==> config.mk <==
export PLATFORM = sky130hd
export DESIGN_NAME = nearest_target_window_hold
export DESIGN_NICKNAME = d
export VERILOG_FILES = /design/src/rtl/ntwh_pkg.sv /design/src/rtl/nearest_target_window_hold.sv /design/src/rtl/ntwh_ctrl.sv /design/src/rtl/ntwh_datapath.sv
export VERILOG_INCLUDE_DIRS = /design/src /design/src/rtl
export SDC_FILE = /design/constraint.sdc
export NUM_CORES = 2
export LEC_CHECK = 0
export ABC_AREA = 1
export BUFFER_PORTS_ARGS = -buffer_cell sky130_fd_sc_hd__buf_4
export CORE_MARGIN = 1
export CORE_UTILIZATION = 35
export DETAILED_ROUTE_END_ITERATION = 10
export PLACE_DENSITY_LB_ADDON = 0.15
export SYNTH_ARGS = -nofsm -noshare
export SYNTH_HDL_FRONTEND = slang
export SYNTH_SLANG_ARGS = --single-unit
==> constraint.sdc <==
create_clock -name clock -period 19.6 [get_ports clock]
set_clock_uncertainty 0.1 [all_clocks]
set_input_delay 0 -clock clock [delete_from_list [all_inputs] [get_ports clock]]
set_output_delay 0 -clock clock [all_outputs]
set_load 0.01 [all_outputs]
==> src/rtl/nearest_target_window_hold_defines.svh <==
// Assertion macros shared by the nearest target window hold RTL.
// Each macro expects signals named clock and reset in the including module.
`ifndef NEAREST_TARGET_WINDOW_HOLD_DEFINES_SVH
`define NEAREST_TARGET_WINDOW_HOLD_DEFINES_SVH

// A condition that must hold at every clock edge outside reset.
`define NTWH_ALWAYS(label, cond, msg) \
   label: assert property (@(posedge clock) disable iff (reset) (cond)) else $error(msg);

// A consequence that must hold in the same cycle as its cause.
`define NTWH_IMPLY(label, ante, cons, msg) \
   label: assert property (@(posedge clock) disable iff (reset) (ante) |-> (cons)) \
      else $error(msg);

// A consequence that must hold in the cycle after its cause.
`define NTWH_NEXT(label, ante, cons, msg) \
   label: assert property (@(posedge clock) disable iff (reset) (ante) |=> (cons)) \
      else $error(msg);

`endif

==> src/rtl/ntwh_pkg.sv <==
// Shared types and constants for the nearest target window hold block.
// Used by ntwh_ctrl, ntwh_datapath and the top level; depends on nothing.
package ntwh_pkg;

   localparam int WINDOW_MAX = 16;
   localparam int SLOT_W     = $clog2(WINDOW_MAX);
   localparam int CNT_W      = $clog2(WINDOW_MAX + 1);

   localparam int CSR_IDX_W  = 2;
   localparam int CSR_DATA_W = 16;
   localparam logic [CSR_IDX_W-1:0] CSR_DIST_THRESHOLD = 2'd0;
   localparam logic [CSR_IDX_W-1:0] CSR_EMPTY_LIMIT    = 2'd1;
   localparam logic [CSR_IDX_W-1:0] CSR_WINDOW_SIZE    = 2'd2;

   localparam logic [15:0] DIST_THRESHOLD_RESET = 16'd640;
   localparam logic [7:0]  EMPTY_LIMIT_RESET    = 8'd9;
   localparam logic [4:0]  WINDOW_SIZE_RESET    = 5'd10;

   localparam logic KIND_TARGET    = 1'b0;
   localparam logic KIND_FRAME_END = 1'b1;

   // Highest even bit of the 32-bit radicand, where the root search starts.
   localparam logic [31:0] ROOT_START = 32'h4000_0000;

   typedef struct packed {
      logic [15:0]        radius;
      logic signed [15:0] y;
      logic signed [15:0] x;
   } entry_type;

   typedef enum logic [3:0] {
      ST_IDLE,
      ST_MUL_X,
      ST_MUL_Y,
      ST_ROOT,
      ST_BEST,
      ST_PUSH,
      ST_CHECK,
      ST_SCAN,
      ST_DRAIN,
      ST_FINISH
   } state_type;

   typedef struct packed {
      logic accept;
      logic mul_x;
      logic mul_y;
      logic root_step;
      logic best_update;
      logic push;
      logic scan_start;
      logic scan_issue;
      logic publish;
   } cmd_type;

   typedef struct packed {
      logic root_last;
      logic out_due;
      logic keep_zero;
      logic scan_last;
      logic out_busy;
   } status_type;

endpackage

==> src/rtl/nearest_target_window_hold.sv <==
// Top level of the nearest target window hold block.
// Depends on ntwh_pkg, ntwh_ctrl and ntwh_datapath.

// Target positions arrive as transactions of kind target, and a transaction of kind
// frame end closes each frame. One item is worked on at a time. A target is
// accepted, squared as x*x and then y*y on the single shared 16x16 multiplier,
// passed through the bit-pair square root unit and then compared against the
// threshold and the frame's best. A frame end pushes the frame's best into the
// history; it then ends when output has not started yet, goes straight to its
// result when keep is zero, and otherwise scans the window first, where
// keep is the effective window size minus one; the window scan reads the history
// memory one entry per cycle through its single read port, newest first. The
// history needs no clearing pass: a valid bit per entry makes never written
// entries read as empty right after reset. A finished result sits in an output
// register until it is taken, and the block accepts new transactions meanwhile;
// only a second result stalls, in its final cycle, until the first one has left.
// Configuration writes land at once and are meant for times when the block is idle.
module nearest_target_window_hold (
   input  logic                            clock,
   input  logic                            reset,
   input  logic                            csr_we,
   input  logic [ntwh_pkg::CSR_IDX_W-1:0]  csr_index,
   input  logic [ntwh_pkg::CSR_DATA_W-1:0] csr_wdata,
   input  logic                            req_valid,
   output logic                            req_ready,
   input  logic                            req_kind,
   input  logic signed [15:0]              req_target_x,
   input  logic signed [15:0]              req_target_y,
   output logic                            rsp_valid,
   input  logic                            rsp_ready,
   output logic signed [15:0]              rsp_out_x,
   output logic signed [15:0]              rsp_out_y,
   output logic [15:0]                     rsp_out_dist,
   output logic                            rsp_out_found
);

   // The controller and the datapath talk only through these two structs.
   ntwh_pkg::cmd_type    cmd;
   ntwh_pkg::status_type status;

   ntwh_ctrl u_ctrl (
      .clock     (clock),
      .reset     (reset),
      .req_valid (req_valid),
      .req_kind  (req_kind),
      .req_ready (req_ready),
      .status    (status),
      .cmd       (cmd)
   );

   ntwh_datapath u_datapath (
      .clock         (clock),
      .reset         (reset),
      .csr_we        (csr_we),
      .csr_index     (csr_index),
      .csr_wdata     (csr_wdata),
      .req_target_x  (req_target_x),
      .req_target_y  (req_target_y),
      .rsp_ready     (rsp_ready),
      .rsp_valid     (rsp_valid),
      .rsp_out_x     (rsp_out_x),
      .rsp_out_y     (rsp_out_y),
      .rsp_out_dist  (rsp_out_dist),
      .rsp_out_found (rsp_out_found),
      .cmd           (cmd),
      .status        (status)
   );

endmodule

==> src/rtl/ntwh_ctrl.sv <==
// Sequencing state machine for the nearest target window hold block.
// Depends on ntwh_pkg; drives the datapath through command and status structs.
module ntwh_ctrl (
   input  logic                clock,
   input  logic                reset,
   input  logic                req_valid,
   input  logic                req_kind,
   output logic                req_ready,
   input  ntwh_pkg::status_type status,
   output ntwh_pkg::cmd_type    cmd
);

   ntwh_pkg::state_type state_ff;
   ntwh_pkg::state_type state_in;

   always_ff @(posedge clock) begin
      if (reset) begin
         state_ff <= ntwh_pkg::ST_IDLE;
      end else begin
         state_ff <= state_in;
      end
   end

   always_comb begin
      state_in = state_ff;
      case (state_ff)
         ntwh_pkg::ST_IDLE: begin
            if (req_valid) begin
               if (req_kind == ntwh_pkg::KIND_TARGET) begin
                  state_in = ntwh_pkg::ST_MUL_X;
               end else begin
                  state_in = ntwh_pkg::ST_PUSH;
               end
            end
         end
         ntwh_pkg::ST_MUL_X: state_in = ntwh_pkg::ST_MUL_Y;
         ntwh_pkg::ST_MUL_Y: state_in = ntwh_pkg::ST_ROOT;
         ntwh_pkg::ST_ROOT: begin
            if (status.root_last) begin
               state_in = ntwh_pkg::ST_BEST;
            end
         end
         ntwh_pkg::ST_BEST:  state_in = ntwh_pkg::ST_IDLE;
         ntwh_pkg::ST_PUSH:  state_in = ntwh_pkg::ST_CHECK;
         ntwh_pkg::ST_CHECK: begin
            if (!status.out_due) begin
               state_in = ntwh_pkg::ST_IDLE;
            end else if (status.keep_zero) begin
               state_in = ntwh_pkg::ST_FINISH;
            end else begin
               state_in = ntwh_pkg::ST_SCAN;
            end
         end
         ntwh_pkg::ST_SCAN: begin
            if (status.scan_last) begin
               state_in = ntwh_pkg::ST_DRAIN;
            end
         end
         ntwh_pkg::ST_DRAIN: state_in = ntwh_pkg::ST_FINISH;
         ntwh_pkg::ST_FINISH: begin
            if (!status.out_busy) begin
               state_in = ntwh_pkg::ST_IDLE;
            end
         end
         default: state_in = ntwh_pkg::ST_IDLE;
      endcase
   end

   always_comb begin
      cmd       = '0;
      req_ready = 1'b0;
      case (state_ff)
         ntwh_pkg::ST_IDLE: begin
            req_ready  = 1'b1;
            cmd.accept = req_valid;
         end
         ntwh_pkg::ST_MUL_X:  cmd.mul_x       = 1'b1;
         ntwh_pkg::ST_MUL_Y:  cmd.mul_y       = 1'b1;
         ntwh_pkg::ST_ROOT:   cmd.root_step   = 1'b1;
         ntwh_pkg::ST_BEST:   cmd.best_update = 1'b1;
         ntwh_pkg::ST_PUSH:   cmd.push        = 1'b1;
         ntwh_pkg::ST_CHECK:  cmd.scan_start  = 1'b1;
         ntwh_pkg::ST_SCAN:   cmd.scan_issue  = 1'b1;
         ntwh_pkg::ST_DRAIN:  cmd             = '0;
         ntwh_pkg::ST_FINISH: cmd.publish     = !status.out_busy;
         default:             cmd             = '0;
      endcase
   end

endmodule

==> src/rtl/ntwh_datapath.sv <==
// Datapath of the nearest target window hold block: registers, multiplier,
// root unit, history memory and window scan. Depends on ntwh_pkg and the defines header.
`include "nearest_target_window_hold_defines.svh"

module ntwh_datapath (
   input  logic                            clock,
   input  logic                            reset,
   input  logic                            csr_we,
   input  logic [ntwh_pkg::CSR_IDX_W-1:0]  csr_index,
   input  logic [ntwh_pkg::CSR_DATA_W-1:0] csr_wdata,
   input  logic signed [15:0]              req_target_x,
   input  logic signed [15:0]              req_target_y,
   input  logic                            rsp_ready,
   output logic                            rsp_valid,
   output logic signed [15:0]              rsp_out_x,
   output logic signed [15:0]              rsp_out_y,
   output logic [15:0]                     rsp_out_dist,
   output logic                            rsp_out_found,
   input  ntwh_pkg::cmd_type               cmd,
   output ntwh_pkg::status_type            status
);

   localparam int SLOT_W = ntwh_pkg::SLOT_W;
   localparam int CNT_W  = ntwh_pkg::CNT_W;
   localparam logic [SLOT_W-1:0] SLOT_LAST = SLOT_W'(ntwh_pkg::WINDOW_MAX - 1);
   localparam logic [CNT_W-1:0]  FRAMES_MAX = CNT_W'(ntwh_pkg::WINDOW_MAX);

   // Configuration registers.
   logic [15:0] dist_threshold_ff;
   logic [7:0]  empty_limit_ff;
   logic [4:0]  window_size_ff;

   always_ff @(posedge clock) begin
      if (reset) begin
         dist_threshold_ff <= ntwh_pkg::DIST_THRESHOLD_RESET;
         empty_limit_ff    <= ntwh_pkg::EMPTY_LIMIT_RESET;
         window_size_ff    <= ntwh_pkg::WINDOW_SIZE_RESET;
      end else if (csr_we) begin
         case (csr_index)
            ntwh_pkg::CSR_DIST_THRESHOLD: dist_threshold_ff <= csr_wdata;
            ntwh_pkg::CSR_EMPTY_LIMIT:    empty_limit_ff    <= csr_wdata[7:0];
            ntwh_pkg::CSR_WINDOW_SIZE:    window_size_ff    <= csr_wdata[4:0];
            default: ;
         endcase
      end
   end

   // Effective window size and the number of history entries it covers.
   logic [CNT_W-1:0] ws_eff;
   logic [CNT_W-1:0] keep;

   always_comb begin
      if (32'(window_size_ff) > 32'(ntwh_pkg::WINDOW_MAX)) begin
         ws_eff = FRAMES_MAX;
      end else begin
         ws_eff = CNT_W'(window_size_ff);
      end
      keep = (ws_eff == '0) ? '0 : ws_eff - CNT_W'(1);
   end

   // Target capture, squaring through one shared multiplier, and root unit.
   logic signed [15:0] x_ff;
   logic signed [15:0] y_ff;
   logic [15:0]        ax;
   logic [15:0]        ay;
   logic [15:0]        mul_op;
   logic [31:0]        product;
   logic [31:0]        sq_ff;
   logic [31:0]        v_ff;
   logic [31:0]        v_in;
   logic [31:0]        res_ff;
   logic [31:0]        res_in;
   logic [31:0]        bit_ff;
   logic [32:0]        trial;

   assign ax      = x_ff[15] ? (~x_ff + 16'd1) : x_ff;
   assign ay      = y_ff[15] ? (~y_ff + 16'd1) : y_ff;
   assign mul_op  = cmd.mul_y ? ay : ax;
   assign product = mul_op * mul_op;
   assign trial   = {1'b0, res_ff} + {1'b0, bit_ff};

   always_comb begin
      if ({1'b0, v_ff} >= trial) begin
         v_in   = v_ff - trial[31:0];
         res_in = (res_ff >> 1) + bit_ff;
      end else begin
         v_in   = v_ff;
         res_in = res_ff >> 1;
      end
   end

   always_ff @(posedge clock) begin
      if (cmd.accept) begin
         x_ff <= req_target_x;
         y_ff <= req_target_y;
      end
      if (cmd.mul_x) begin
         sq_ff <= product;
      end
      if (cmd.mul_y) begin
         v_ff   <= sq_ff + product;
         res_ff <= '0;
      end else if (cmd.root_step) begin
         v_ff   <= v_in;
         res_ff <= res_in;
      end
   end

   always_ff @(posedge clock) begin
      if (reset) begin
         bit_ff <= '0;
      end else if (cmd.mul_y) begin
         bit_ff <= ntwh_pkg::ROOT_START;
      end else if (cmd.root_step) begin
         bit_ff <= bit_ff >> 2;
      end
   end

   assign status.root_last = (bit_ff == 32'd1);

   // Nearest accepted target of the current frame.
   ntwh_pkg::entry_type best_ff;
   logic                best_valid_ff;
   logic [15:0]         radius_now;
   logic                take;

   assign radius_now = res_ff[15:0];
   assign take = (radius_now <= dist_threshold_ff) &&
                 (!best_valid_ff || (radius_now < best_ff.radius));

   always_ff @(posedge clock) begin
      if (cmd.best_update && take) begin
         best_ff.x      <= x_ff;
         best_ff.y      <= y_ff;
         best_ff.radius <= radius_now;
      end
   end

   always_ff @(posedge clock) begin
      if (reset) begin
         best_valid_ff <= 1'b0;
      end else if (cmd.push) begin
         best_valid_ff <= 1'b0;
      end else if (cmd.best_update && take) begin
         best_valid_ff <= 1'b1;
      end
   end

   // History memory; entries never written since reset read as empty.
   ntwh_pkg::entry_type                history_mem [ntwh_pkg::WINDOW_MAX];
   logic [ntwh_pkg::WINDOW_MAX-1:0]    hist_valid_ff;
   logic [SLOT_W-1:0]                  write_slot_ff;
   logic [CNT_W-1:0]                   frames_seen_ff;
   logic [SLOT_W-1:0]                  rd_ptr_ff;
   ntwh_pkg::entry_type                rd_entry_ff;
   logic                               rd_ok_ff;
   ntwh_pkg::entry_type                push_entry;

   assign push_entry = best_valid_ff ? best_ff : '0;

   always_ff @(posedge clock) begin
      if (cmd.push) begin
         history_mem[write_slot_ff] <= push_entry;
      end
      if (cmd.scan_issue) begin
         rd_entry_ff <= history_mem[rd_ptr_ff];
      end
   end

   always_ff @(posedge clock) begin
      if (reset) begin
         hist_valid_ff  <= '0;
         write_slot_ff  <= '0;
         frames_seen_ff <= '0;
         rd_ok_ff       <= 1'b0;
      end else begin
         if (cmd.push) begin
            hist_valid_ff[write_slot_ff] <= 1'b1;
            write_slot_ff <= (write_slot_ff == SLOT_LAST) ? '0 : write_slot_ff + SLOT_W'(1);
            if (frames_seen_ff < FRAMES_MAX) begin
               frames_seen_ff <= frames_seen_ff + CNT_W'(1);
            end
         end
         if (cmd.scan_issue) begin
            rd_ok_ff <= hist_valid_ff[rd_ptr_ff];
         end
      end
   end

   // Window scan from the newest entry backward, one read each cycle.
   logic [SLOT_W-1:0]  scan_cnt_ff;
   logic               rd_live_ff;
   logic [SLOT_W-1:0]  empties_ff;
   logic               pick_found_ff;
   ntwh_pkg::entry_type pick_ff;
   logic [15:0]        rd_radius;

   assign rd_radius = rd_ok_ff ? rd_entry_ff.radius : 16'd0;

   always_ff @(posedge clock) begin
      if (cmd.scan_start) begin
         rd_ptr_ff <= (write_slot_ff == '0) ? SLOT_LAST : write_slot_ff - SLOT_W'(1);
      end else if (cmd.scan_issue) begin
         rd_ptr_ff <= (rd_ptr_ff == '0) ? SLOT_LAST : rd_ptr_ff - SLOT_W'(1);
      end
      if (rd_live_ff && (rd_radius != 16'd0) && !pick_found_ff) begin
         pick_ff <= rd_entry_ff;
      end
   end

   always_ff @(posedge clock) begin
      if (reset) begin
         scan_cnt_ff   <= '0;
         rd_live_ff    <= 1'b0;
         empties_ff    <= '0;
         pick_found_ff <= 1'b0;
      end else begin
         rd_live_ff <= cmd.scan_issue;
         if (cmd.scan_start) begin
            scan_cnt_ff   <= '0;
            empties_ff    <= '0;
            pick_found_ff <= 1'b0;
         end else begin
            if (cmd.scan_issue) begin
               scan_cnt_ff <= scan_cnt_ff + SLOT_W'(1);
            end
            if (rd_live_ff) begin
               if (rd_radius == 16'd0) begin
                  empties_ff <= empties_ff + SLOT_W'(1);
               end else begin
                  pick_found_ff <= 1'b1;
               end
            end
         end
      end
   end

   assign status.out_due   = (frames_seen_ff >= ws_eff);
   assign status.keep_zero = (keep == '0);
   assign status.scan_last = ((CNT_W'(scan_cnt_ff) + CNT_W'(1)) == keep);

   // Result register; it holds a finished result while the next item runs.
   logic rsp_valid_ff;
   logic publish_ok;

   assign publish_ok      = pick_found_ff && (32'(empties_ff) <= 32'(empty_limit_ff));
   assign status.out_busy = rsp_valid_ff && !rsp_ready;

   always_ff @(posedge clock) begin
      if (cmd.publish) begin
         rsp_out_x     <= publish_ok ? pick_ff.x : 16'sd0;
         rsp_out_y     <= publish_ok ? pick_ff.y : 16'sd0;
         rsp_out_dist  <= publish_ok ? pick_ff.radius : 16'd0;
         rsp_out_found <= publish_ok;
      end
   end

   always_ff @(posedge clock) begin
      if (reset) begin
         rsp_valid_ff <= 1'b0;
      end else if (cmd.publish) begin
         rsp_valid_ff <= 1'b1;
      end else if (rsp_ready) begin
         rsp_valid_ff <= 1'b0;
      end
   end

   assign rsp_valid = rsp_valid_ff;

   `NTWH_ALWAYS(a_frames_bounded, frames_seen_ff <= FRAMES_MAX, "frame count overflow")
   `NTWH_ALWAYS(a_root_bit_onehot, $onehot0(bit_ff), "root search bit is not one-hot")
   `NTWH_IMPLY(a_found_radius, rsp_valid_ff && rsp_out_found, rsp_out_dist != '0, "no radius")
   `NTWH_NEXT(a_slot_advances, cmd.push, write_slot_ff != $past(write_slot_ff), "slot stuck")
   `NTWH_IMPLY(a_publish_not_stalled, cmd.publish, !status.out_busy, "result overwritten")

endmodule
==> results.sh <==
export IMPL_crit_arrival_ps=10670
export IMPL_synth_cells=5693
export IMPL_cts_buffer_depth=3
export IMPL_startpoint_type="register"
export IMPL_worstPathMaxFanout=57
export IMPL_synth_common_cells="edfxtp_1, nor2_1, nand2_1"
export IMPL_yosysMostFrequentCell="edfxtp_1"
export IMPL_worstSetupPathType="register to register"
export IMPL_yosysTopAreaCellShare=0.5329
export IMPL_hold_path_class="input pin to register"
export IMPL_gp_congestion=0.8784
export IMPL_tritoncts="yes"
export IMPL_dpl_worst_slack_ps=9408
export IMPL_port_buffer_count=106
export IMPL_viasPerCell=5.100
export IMPL_place_hpwl_um=102600
export IMPL_synth_ff_type="edfxtp_1"
export IMPL_setup_slack_ps=9334
export IMPL_rows=151
export IMPL_met2_length_um=82830
export IMPL_wl_um=167600
export IMPL_outcome="completed"
export IMPL_die_h_um=415.1
export IMPL_drive_above_1_share=0.06570
export IMPL_path_clk_slew_ps=60
export IMPL_drv_slew=0
export IMPL_routed_top_layer="met4"
export IMPL_fin_crit_sh=0.5238
export IMPL_wl_met3_um=7008
export IMPL_die_w_um=415.1
export IMPL_seq_area_frac_synth=0.5728
export IMPL_grt_pass1_vias=41301
export IMPL_grt_total_usage=0.1928
export IMPL_dr_total_vias=41834
export IMPL_cpPeakStageDelay_ps=590
export IMPL_yosys_top_cells_area="edfxtp_1, fa_1, ha_1"
export IMPL_tightestPinTransition_ps=1230
export IMPL_synthToLayoutAreaGrowth_pct=14.39
export IMPL_ctsResizeCount=0
export IMPL_synth_edf_count=1060
export IMPL_synthArstFlopShare=0
export IMPL_finalNonFillerCells=8202
export IMPL_gr_total_overflow=0
export IMPL_ys_types=56
export IMPL_fin_setup_tns_ps=0
export IMPL_max_freq_ghz=0.09741
export IMPL_first_iter_violations=3218
export IMPL_period_minus_slack_ps=10270
export IMPL_htreeDepth=4
export IMPL_ys_seq_elements=1179
export IMPL_maxCapViolCount=0
export IMPL_die_area_mm2=0.1723
export IMPL_clk_latency_ps=770
export IMPL_cp_common_cell="fa_1"
export IMPL_finalHoldViolCount=0
export IMPL_multi_input_area_mm2=0.02230
export IMPL_grt_max_degree=199
export IMPL_setup_viol=0
export IMPL_drc=0
export IMPL_regArea_mm2=0.03421
export IMPL_wl_per_cell_um=20.43
export IMPL_nets=6346
export IMPL_start_util=0.3524
export IMPL_syn_avg_cell_area_um2=10.49
export IMPL_hold_buffers=119
export IMPL_core_area_mm2=0.1695
export IMPL_cts_made_buffers=136
export IMPL_cpMaxStageDelayCell="nand3_2"
export IMPL_root_buffer="clkbuf_16"
export IMPL_slew_limit_headroom=0.1798
export IMPL_io_pins=107
export IMPL_grt_pass1_wl_um=254400
export IMPL_ant_nets=0
export IMPL_placed_cells=7839
export IMPL_ys_warn_count=0
export IMPL_m1WireLength_um=74390
export IMPL_critPathRequiredTime_ps=20010
export IMPL_fillers=16473
export IMPL_antenna_found_initial=1
export IMPL_synth_area_mm2=0.05973
export IMPL_yosysTopAreaCell="edfxtp_1"
export IMPL_cts_sinks=1179
export IMPL_postCtsSetupBuffers=0
export IMPL_critPathCaptureType="register"
export IMPL_rsz0062_at_grt="no"
export IMPL_drtPass1Iterations=5
==> worst max-delay path: cells and delay by family, from the launching register on <==
family                   cells  cell delay [ps]
AO/OA/AOI/OAI                5              860
XOR/XNOR                     1              250
adder cells (fa/ha/maj)      8             3610
buffers and inverters        8             1800
flip-flops                   1              320
AND/OR/NAND/NOR             14             3030
==> per-stage QoR <==
step | utilization | hold slack [ps] | area (um^2)
after floorplan | - | -1.131 | 59760
after global placement | 0.3716 | 79.63 | 62970
after detailed placement | 0.3716 | 80.99 | 62970
after CTS | 0.4031 | 3.532 | 68320
after global routing | 0.4031 | 66.17 | 68320
final | 0.4032 | 70.65 | 68320
==> cell type report <==
cell class | instances | area share
Multi-Input combinational cell | 3626 | 0.3264
Tap cell | 2218 | 0.04062
Sequential cell | 1179 | 0.5008
Antenna cell | 2 | 0.00007325
Timing Repair Buffer | 273 | 0.03472
Inverter | 662 | 0.03661
Clock buffer | 185 | 0.05358
Clock inverter | 57 | 0.007215
==> flip-flops by register name (all words and copies together) (netlist names), 5 cells and up <==
register                      count
u_datapath.rsp_out_dist          16
u_datapath.empty_limit_ff         8
u_datapath.rsp_out_y             16
u_datapath.pick_ff               48
u_datapath.y_ff                  16
u_datapath.window_size_ff         5
u_datapath.x_ff                  16
u_datapath.rsp_out_x             16
u_datapath.best_ff               48
u_datapath.sq_ff                 31
u_datapath.history_mem          768
u_datapath.res_ff                32
u_datapath.hist_valid_ff         16
u_datapath.bit_ff                16
u_datapath.v_ff                  32
u_datapath.rd_entry_ff           48
u_datapath.dist_threshold_ff     16
u_datapath.frames_seen_ff         5
==> final timing paths <==
path | from | to | depth (start not counted) | slack [ps]
max | u_ctrl.state_ff[3] | u_datapath.v_ff[31] | 36 | 9330
min | csr_wdata[1] | u_datapath.dist_threshold_ff[1] | 4 | 70
max reg2reg | u_ctrl.state_ff[3] | u_datapath.v_ff[31] | 36 | 9330
min reg2reg | u_datapath.rd_entry_ff[3] | u_datapath.pick_ff[3] | 0 | 310
==> cell usage in the layout (no fill, tap or decap), types with 6 or more instances in the layout <==
cell type,n
dfxtp_1,118
buf_4,152
clkbuf_16,139
ha_1,250
edfxtp_1,1060
xnor2_1,44
nand2_2,7
inv_6,6
clkinv_1,27
bufinv_16,6
clkbuf_1,45
conb_1,11
o21ai_0,585
a21o_1,25
o211ai_1,68
xor2_1,62
o22ai_1,55
o21a_1,8
nand4_1,29
inv_2,7
nor2_4,23
or2_2,12
nor4_1,15
nor2_1,770
clkinv_2,14
a21oi_1,253
a21boi_0,9
dlygate4sd3_1,119
nand2_1,730
nand3b_1,10
o221ai_1,146
fa_1,162
nand3_1,220
o21ai_1,19
nor3_1,45
o21bai_1,18
a31oi_1,11
inv_1,650
==> layer usage <==
layer / track usage / vias to the layer above
li1: - / 20168
met1: 0.2539 / 20559
met2: 0.3350 / 904
met3: 0.02412 / 203
met4: 0.04790 / 0
met5: 0 / -
==> cell families (layout without fill, tap and decap cells) <==
kind of cell               Yosys count  count (layout)  share of synthesized area
adders and majority gates          412             412                     0.1067
other                                2              13                  0.0001257
muxes                                1               1                  0.0001676
AOI/OAI and AO/OA                 1219            1219                     0.1194
xor gates and xnor gates           106             106                    0.01554
and+or+nand+nor                   1877            1877                     0.1280
DFF                               1179            1179                     0.5728
buffers and inverters              897            1177                    0.05729
Power is not shown: default switching activity piles up to over one toggle a cycle in this logic, so the estimate is an artifact.
